### config.mk
export PLATFORM = sky130hd
export DESIGN_NAME = strict_utf8_validator
export DESIGN_NICKNAME = d
export VERILOG_FILES = /design/src/sv/suv_pkg.sv /design/src/sv/suv_input_stage.sv /design/src/sv/suv_core.sv /design/src/sv/suv_output_stage.sv /design/src/sv/strict_utf8_validator.sv
export SDC_FILE = /design/constraint.sdc
export NUM_CORES = 1
export LEC_CHECK = 0
export BUFFER_PORTS_ARGS = -buffer_cell sky130_fd_sc_hd__buf_2
export CORE_MARGIN = 5
export CORE_UTILIZATION = 65
export CTS_CLUSTER_DIAMETER = 50
export DETAILED_ROUTE_END_ITERATION = 7
export PLACE_DENSITY = 0.94
export SYNTH_ARGS = -nofsm -noshare
export SYNTH_HDL_FRONTEND = slang
export SYNTH_SLANG_ARGS = --single-unit
### constraint.sdc
create_clock -name clk_i -period 6.4 [get_ports clk_i]
set_input_delay 0.64 -clock clk_i [delete_from_list [all_inputs] [get_ports clk_i]]
set_output_delay 0.64 -clock clk_i [all_outputs]
set_load 0.03 [all_outputs]
### src/sv/suv_pkg.sv
// Types and constants of the strict UTF-8 validator.
package suv_pkg;

  typedef struct packed {
    logic [7:0] data_byte;
    logic       end_of_input;
  } in_t;

  typedef struct packed {
    logic        is_valid;
    logic [31:0] error_offset;
  } out_t;

  // Item handed from the input register to the checking core.
  typedef struct packed {
    logic valid;
    in_t  data;
  } item_t;

  // Result handed from the checking core to the result register.
  typedef struct packed {
    logic valid;
    out_t data;
  } res_t;

  localparam int unsigned CpWidth = 21;

  localparam logic [CpWidth-1:0] CpMin2   = 21'h00080;
  localparam logic [CpWidth-1:0] CpMin3   = 21'h00800;
  localparam logic [CpWidth-1:0] CpMin4   = 21'h10000;
  localparam logic [CpWidth-1:0] SurrLo   = 21'h0D800;
  localparam logic [CpWidth-1:0] SurrHi   = 21'h0DFFF;
  localparam logic [CpWidth-1:0] CpMax    = 21'h10FFFF;

  localparam logic [1:0] SeqLen2 = 2'd1;
  localparam logic [1:0] SeqLen3 = 2'd2;
  localparam logic [1:0] SeqLen4 = 2'd3;

  localparam logic [1:0] ContTag = 2'b10;

endpackage

### src/sv/suv_input_stage.sv
// Input register of the validator with its stall logic.
module suv_input_stage (
  input  logic          clk_i,
  input  logic          rst_ni,
  input  logic          in_valid_i,
  output logic          in_stall_o,
  input  suv_pkg::in_t  in_data_i,
  input  logic          out_blocked_i,
  output suv_pkg::item_t item_o
);
  import suv_pkg::*;

  logic vld_q;
  logic vld_d;
  in_t  data_q;
  logic take;
  logic accept;

  // A byte without the end mark never waits; a final byte waits for a free result register.
  assign take       = vld_q && !(data_q.end_of_input && out_blocked_i);
  assign in_stall_o = vld_q && !take;
  assign accept     = in_valid_i && !in_stall_o;

  always_comb begin
    vld_d = vld_q;
    if (accept) begin
      vld_d = 1'b1;
    end else if (take) begin
      vld_d = 1'b0;
    end
  end

  always_ff @(posedge clk_i or negedge rst_ni) begin
    if (!rst_ni) begin
      vld_q <= 1'b0;
    end else begin
      vld_q <= vld_d;
    end
  end

  always_ff @(posedge clk_i) begin
    if (accept) begin
      data_q <= in_data_i;
    end
  end

  assign item_o.valid = take;
  assign item_o.data  = data_q;

endmodule

### src/sv/suv_core.sv
// Sequence state and per-byte checking logic of the validator.
module suv_core #(
  parameter int unsigned OffsetWidth = 32
) (
  input  logic           clk_i,
  input  logic           rst_ni,
  input  suv_pkg::item_t item_i,
  output suv_pkg::res_t  res_o
);
  import suv_pkg::*;

  logic [OffsetWidth-1:0] pos_q, pos_d, lead_q, lead_d, cbad_pos_q, cbad_pos_d;
  logic [OffsetWidth-1:0] fail_pos_q, fail_pos_d, pos_next;
  logic [1:0]             rem_q, rem_d, len_q, len_d, extra, rem_new;
  logic [CpWidth-1:0]     acc_q, acc_d, payload, acc_new;
  logic                   cbad_q, cbad_d, failed_q, failed_d, bad_lead, bad_cp;
  logic [7:0]             b;
  logic                   last;

  assign b        = item_i.data.data_byte;
  assign last     = item_i.data.end_of_input;
  assign pos_next = (pos_q == '1) ? pos_q : pos_q + 1'b1;
  assign acc_new  = {acc_q[CpWidth-7:0], b[5:0]};
  assign rem_new  = rem_q - 2'd1;

  always_comb begin
    extra    = 2'd0;
    payload  = '0;
    bad_lead = 1'b0;
    case (b) inside
      [8'h00:8'h7F]: extra = 2'd0;
      [8'hC0:8'hDF]: begin
        extra   = SeqLen2;
        payload = CpWidth'(b[4:0]);
      end
      [8'hE0:8'hEF]: begin
        extra   = SeqLen3;
        payload = CpWidth'(b[3:0]);
      end
      [8'hF0:8'hF7]: begin
        extra   = SeqLen4;
        payload = CpWidth'(b[2:0]);
      end
      default: bad_lead = 1'b1;
    endcase
  end

  assign bad_cp = ((len_q == SeqLen2) && (acc_new < CpMin2)) ||
                  ((len_q == SeqLen3) && (acc_new < CpMin3)) ||
                  ((len_q == SeqLen4) && (acc_new < CpMin4)) ||
                  ((acc_new >= SurrLo) && (acc_new <= SurrHi)) ||
                  (acc_new > CpMax);

  always_comb begin
    pos_d      = pos_q;
    rem_d      = rem_q;
    len_d      = len_q;
    acc_d      = acc_q;
    lead_d     = lead_q;
    cbad_d     = cbad_q;
    cbad_pos_d = cbad_pos_q;
    failed_d   = failed_q;
    fail_pos_d = fail_pos_q;
    if (item_i.valid) begin
      pos_d = pos_next;
      if (!failed_q) begin
        if (rem_q == 2'd0) begin
          if (bad_lead || ((extra != 2'd0) && last)) begin
            failed_d   = 1'b1;
            fail_pos_d = pos_q;
          end else if (extra != 2'd0) begin
            rem_d      = extra;
            len_d      = extra;
            acc_d      = payload;
            lead_d     = pos_q;
            cbad_d     = 1'b0;
            cbad_pos_d = '0;
          end
        end else begin
          if ((b[7:6] != ContTag) && !cbad_q) begin
            cbad_d     = 1'b1;
            cbad_pos_d = pos_q;
          end
          acc_d = acc_new;
          rem_d = rem_new;
          if (rem_new == 2'd0) begin
            if (cbad_d) begin
              failed_d   = 1'b1;
              fail_pos_d = cbad_pos_d;
            end else if (bad_cp) begin
              failed_d   = 1'b1;
              fail_pos_d = lead_q;
            end
          end else if (last) begin
            failed_d   = 1'b1;
            fail_pos_d = lead_q;
            rem_d      = 2'd0;
          end
        end
      end
      if (last) begin
        pos_d      = '0;
        rem_d      = 2'd0;
        len_d      = 2'd0;
        acc_d      = '0;
        lead_d     = '0;
        cbad_d     = 1'b0;
        cbad_pos_d = '0;
        failed_d   = 1'b0;
        fail_pos_d = '0;
      end
    end
  end

  logic                   res_failed;
  logic [OffsetWidth-1:0] res_pos;
  logic [63:0]            res_pos_ext;

  // The result is taken from the values after this byte, before the end clears them.
  always_comb begin
    res_failed = failed_q;
    res_pos    = fail_pos_q;
    if (!failed_q) begin
      if (rem_q == 2'd0) begin
        if (bad_lead || (extra != 2'd0)) begin
          res_failed = 1'b1;
          res_pos    = pos_q;
        end
      end else if (rem_new == 2'd0) begin
        if ((b[7:6] != ContTag) || cbad_q) begin
          res_failed = 1'b1;
          res_pos    = cbad_q ? cbad_pos_q : pos_q;
        end else if (bad_cp) begin
          res_failed = 1'b1;
          res_pos    = lead_q;
        end
      end else begin
        res_failed = 1'b1;
        res_pos    = lead_q;
      end
    end
  end

  assign res_pos_ext = 64'(res_pos);

  assign res_o.valid             = item_i.valid && last;
  assign res_o.data.is_valid     = !res_failed;
  assign res_o.data.error_offset = res_failed ? res_pos_ext[31:0] : 32'd0;

  always_ff @(posedge clk_i or negedge rst_ni) begin
    if (!rst_ni) begin
      pos_q      <= '0;
      rem_q      <= 2'd0;
      len_q      <= 2'd0;
      acc_q      <= '0;
      lead_q     <= '0;
      cbad_q     <= 1'b0;
      cbad_pos_q <= '0;
      failed_q   <= 1'b0;
      fail_pos_q <= '0;
    end else begin
      pos_q      <= pos_d;
      rem_q      <= rem_d;
      len_q      <= len_d;
      acc_q      <= acc_d;
      lead_q     <= lead_d;
      cbad_q     <= cbad_d;
      cbad_pos_q <= cbad_pos_d;
      failed_q   <= failed_d;
      fail_pos_q <= fail_pos_d;
    end
  end

endmodule

### src/sv/suv_output_stage.sv
// Result register of the validator.
module suv_output_stage (
  input  logic          clk_i,
  input  logic          rst_ni,
  input  suv_pkg::res_t res_i,
  output logic          out_blocked_o,
  output logic          out_valid_o,
  input  logic          out_stall_i,
  output suv_pkg::out_t out_data_o
);
  import suv_pkg::*;

  logic vld_q;
  logic vld_d;
  out_t data_q;

  assign out_blocked_o = vld_q && out_stall_i;

  always_comb begin
    vld_d = vld_q;
    if (res_i.valid) begin
      vld_d = 1'b1;
    end else if (!out_stall_i) begin
      vld_d = 1'b0;
    end
  end

  always_ff @(posedge clk_i or negedge rst_ni) begin
    if (!rst_ni) begin
      vld_q <= 1'b0;
    end else begin
      vld_q <= vld_d;
    end
  end

  always_ff @(posedge clk_i) begin
    if (res_i.valid) begin
      data_q <= res_i.data;
    end
  end

  assign out_valid_o = vld_q;
  assign out_data_o  = data_q;

endmodule

### src/sv/strict_utf8_validator.sv
// Top level of the strict UTF-8 validator.
// The block takes one message byte per transfer, at up to one byte per clock, and
// gives one result transfer for each byte marked end_of_input: is_valid, and the
// offset of the first error when the message is not strict UTF-8. Each byte goes
// through an input register and then the combinational sequence checking into the result
// register, from which the result is offered. Only a
// final byte waits while an earlier result is still stalled at the output; other
// bytes keep flowing. The byte offset is OFFSET_WIDTH bits wide and saturates.
module strict_utf8_validator #(
  parameter int unsigned OFFSET_WIDTH = 32
) (
  input  logic          clk_i,
  input  logic          rst_ni,
  input  logic          in_valid_i,
  output logic          in_stall_o,
  input  suv_pkg::in_t  in_data_i,
  output logic          out_valid_o,
  input  logic          out_stall_i,
  output suv_pkg::out_t out_data_o
);
  import suv_pkg::*;

  item_t item;
  res_t  res;
  logic  out_blocked;

  suv_input_stage u_input_stage (
    .clk_i         (clk_i),
    .rst_ni        (rst_ni),
    .in_valid_i    (in_valid_i),
    .in_stall_o    (in_stall_o),
    .in_data_i     (in_data_i),
    .out_blocked_i (out_blocked),
    .item_o        (item)
  );

  suv_core #(
    .OffsetWidth (OFFSET_WIDTH)
  ) u_core (
    .clk_i  (clk_i),
    .rst_ni (rst_ni),
    .item_i (item),
    .res_o  (res)
  );

  suv_output_stage u_output_stage (
    .clk_i         (clk_i),
    .rst_ni        (rst_ni),
    .res_i         (res),
    .out_blocked_o (out_blocked),
    .out_valid_o   (out_valid_o),
    .out_stall_i   (out_stall_i),
    .out_data_o    (out_data_o)
  );

endmodule

==> results.toml <==
[route]
via_count = 11300
detail_route.drc_violations = 4
drt-vias-per-instance = 7.65
drt_first_iter_violations = 2263
drt-wirelength-per-cell_um = 24.1
totalWireLength_um = 35600
ant_nets = 0
firstDrtPassIters = 8

[synthesis]
synth_top_family_by_area = "compound AO/OA/AOI/OAI gates"
synth_xor_xnor_area_share_pct = 1.44
post_synth_instance_area_um2 = 11600
synthSimpleGateAreaFrac_pct = 14.7
async_flop_share_pct = 78.2
synth.area.mux_share_pct = 0.779
synthAdderAreaFrac_pct = 0.108
yosys-top-cells-area = "dfrtp_1 33%, edfxtp_1 11%, a22o_1 5.6%"
synth_ff_type = "dfrtp_1"
yosys.area.top_type = "dfrtp_1"
synth.yosys.seq_area_share_pct = 43.6
synth.avg_cell_area_um2 = 8.95
number_of_synthesized_register_bits = 193
post_synth_inst_count = 1292
synth-edff-count = 42
synth.distinct_cells = 68
synth_compound_area_share_pct = 33.2
synth_top_area_share_pct = 32.7
yosysWarnings = 0
synthesis.nets = 1306

[clock_network]
hold_buffers = 0
post_cts_resized = 0
tritoncts.num_buffers = 17
longest_clk_path_bufs = 2
clockRootBuffer = "clkbuf_16"
h_tree_depth = 4
postCtsSetupBuffers = 0
clk_transition_reported_paths_ns = 0.08
clock_insertion_delay_worst_skew_ns = 0.45
numClockSinks = 193
cts_tree = "yes"

[final_layout]
post-route-util_pct = 71.2
layout_commonest_cell = "dfrtp_1"
layout-area-overhead-vs-synth_pct = 6.83
finish.net_count = 1253
num_antenna_cells = 0
layout.filler_cells = 1221
layoutNonFillerInstCount = 1477
layout_common_cells = "150 x dfrtp_1, 149 x nand2_1, 99 x o21ai_0"
layout-drive-gt1-share_pct = 13.0

[floorplan]
core_area_um2 = 17400
top_level_ports = 48
floorplan.initialDensity_pct = 66.6
die-width_um = 143
die_y_um = 143
floorplan.die_area_um2 = 20600
rows = 48

[global_routing]
grt_first_pass_wirelength_um = 56800
grt_start_max_net_pins = 91
first_global_vias = 10900
globalRoute.totalOverflow = 0
globalRouteTotalUtil_pct = 34.8
antenna_violations_before_repair = 0

[timing]
timing.slew.headroom_pct = 14.7
final.min_clock_period_ns = 3.45
highest_achievable_clock_rate_ghz = 0.290
worst_pin_slew_ns = 1.28
drv_slew = 0
setup_tns_ns = 0
clock_skew_ns = 0.0113
final.period_utilization_pct = 53.9
setup_viol_count_final = 0
finalHoldViolCount = 0
unrepaired_setup_endpoints_after_global_routing = "false"

[power]
total_leakage_power_nw = 4.72
post-layout-total-power_mw = 2.97
power.ir.vdd_worst_mv = 0.217
p_per_area_nw_per_um2 = 241

[setup_path]
critPathArrivalTime_ns = 3.78
crit_type = "reg2reg"
end_kind = "register"
critPathLaunchType = "register"
critical_path_required_ns = 6.73
critical_path.max_fanout = 35

[run_status]
failed_checks = "design-rule violations"
status = "finished with violations"

[place]
hpwlAfterDp_um = 20200
numPlacedInstances = 1445
io_buffers = 47
gp_routability_congestion = 0.924

[hold_path]
worstHoldPathType = "in2async"

[flow_run]
max_cap_violation_count = 0
==> path summary, 6_finish.rpt <==
check / from / endpoint / slack (ns) / cells past startpoint
max reg2reg: u_input_stage.item_o[0]$_DFFE_PP_ / u_core.fail_pos_q[29]$_DFFE_PN0P_ / 2.95 / 7
min: rst_ni / u_core.lead_q[18]$_DFFE_PN0P_ / 0.26 / 1
max: u_input_stage.item_o[0]$_DFFE_PP_ / u_core.fail_pos_q[29]$_DFFE_PN0P_ / 2.95 / 7
min in group clk_i: in_data_i[4] / u_input_stage.item_o[4]$_DFFE_PP_ / 0.36 / 1
min reg2reg: u_core.acc_q[0]$_DFFE_PN0P_ / u_core.acc_q[0]$_DFFE_PN0P_ / 0.50 / 2
max in group asynchronous: rst_ni / u_core.cbad_pos_q[9]$_DFFE_PN0P_ / 4.80 / 2
==> state kept, by name, summed over array words and instances, names as in the netlist <==
signal                      cells
u_output_stage.out_data_o      33
u_core.cbad_pos_q              32
u_core.fail_pos_q              32
u_core.lead_q                  32
u_core.pos_q                   32
u_core.acc_q                   15
u_input_stage.item_o            9
u_core.len_q                    2
u_core.rem_q                    2
u_core.cbad_q                   1
u_core.failed_q                 1
u_input_stage.vld_q             1
u_output_stage.out_valid_o      1
==> worst max-delay path, cell delays in order, from the launching register on <==
cell      delay, ns
edfxtp_1       0.85
nand3_1        0.25
and2_1         0.38
nand2_1        0.23
inv_2          0.08
a31oi_4        0.98
nor3_1         0.16
a221o_1        0.36
==> routing by layer <==
layer / global-route usage [%] / part of all wire (%) / vias to the layer above
met5: 0 / 0 / -
met1: 46.0 / 35 / 5235
li1: - / - / 4794
met4: 18.5 / 5.4 / 0
met2: 52.4 / 44 / 1059
met3: 9.72 / 16 / 212
==> area by class of cell <==
type | count | area (µm²) | area share (%)
Clock inverter | 15 | 153 | 1.24
Timing Repair Buffer | 72 | 429 | 3.47
Sequential cell | 193 | 5040 | 40.8
Tap cell | 225 | 282 | 2.28
Inverter | 43 | 161 | 1.31
Multi-Input combinational cell | 912 | 5860 | 47.4
Clock buffer | 17 | 425 | 3.44
==> stage by stage <==
stage          setup slack (ns)  area [µm²]  hold WS (ns)
2_1_floorplan              3.58       11600         0.344
3_3_place_gp               3.24       11800         0.466
3_5_place_dp               3.12       11800         0.483
4_1_cts                    3.13       12400         0.293
5_1_grt                    2.80       12400         0.320
6_report                   2.95       12400         0.260
==> synth_stat cells (8+ instances only) <==
| library cell | instances |
|---|---|
| nand4_1 | 10 |
| o21ai_0 | 99 |
| nand3_1 | 27 |
| a221o_1 | 14 |
| nor2_1 | 85 |
| xor2_1 | 15 |
| nor3_1 | 15 |
| dfrtp_1 | 151 |
| nor4_1 | 9 |
| and3_1 | 10 |
| a211oi_1 | 31 |
| mux2i_1 | 9 |
| a21oi_1 | 69 |
| buf_1 | 13 |
| clkbuf_1 | 122 |
| a221oi_1 | 51 |
| o221a_2 | 18 |
| nand2b_1 | 13 |
| a21bo_2 | 18 |
| nand2_1 | 149 |
| and2_1 | 21 |
| a22o_1 | 74 |
| edfxtp_1 | 42 |
| inv_1 | 42 |
| a22oi_1 | 46 |
| a41oi_1 | 27 |
| a31oi_1 | 9 |
| buf_2 | 8 |
==> report_power, final <==
group	switching [mW]	total, mW	internal [mW]
registers	0.0400	1.35	1.31
logic	0.412	0.554	0.142
clock network	0.543	1.07	0.526
==> cells by family after synthesis <==
logic type,after synthesis
compound gates,516
xor+xnor,19
fa+ha+maj,1
buf+inv,187
flops,193
mux,9
simple gates,367
No activity file was read; power rests on OpenSTA's default activity.
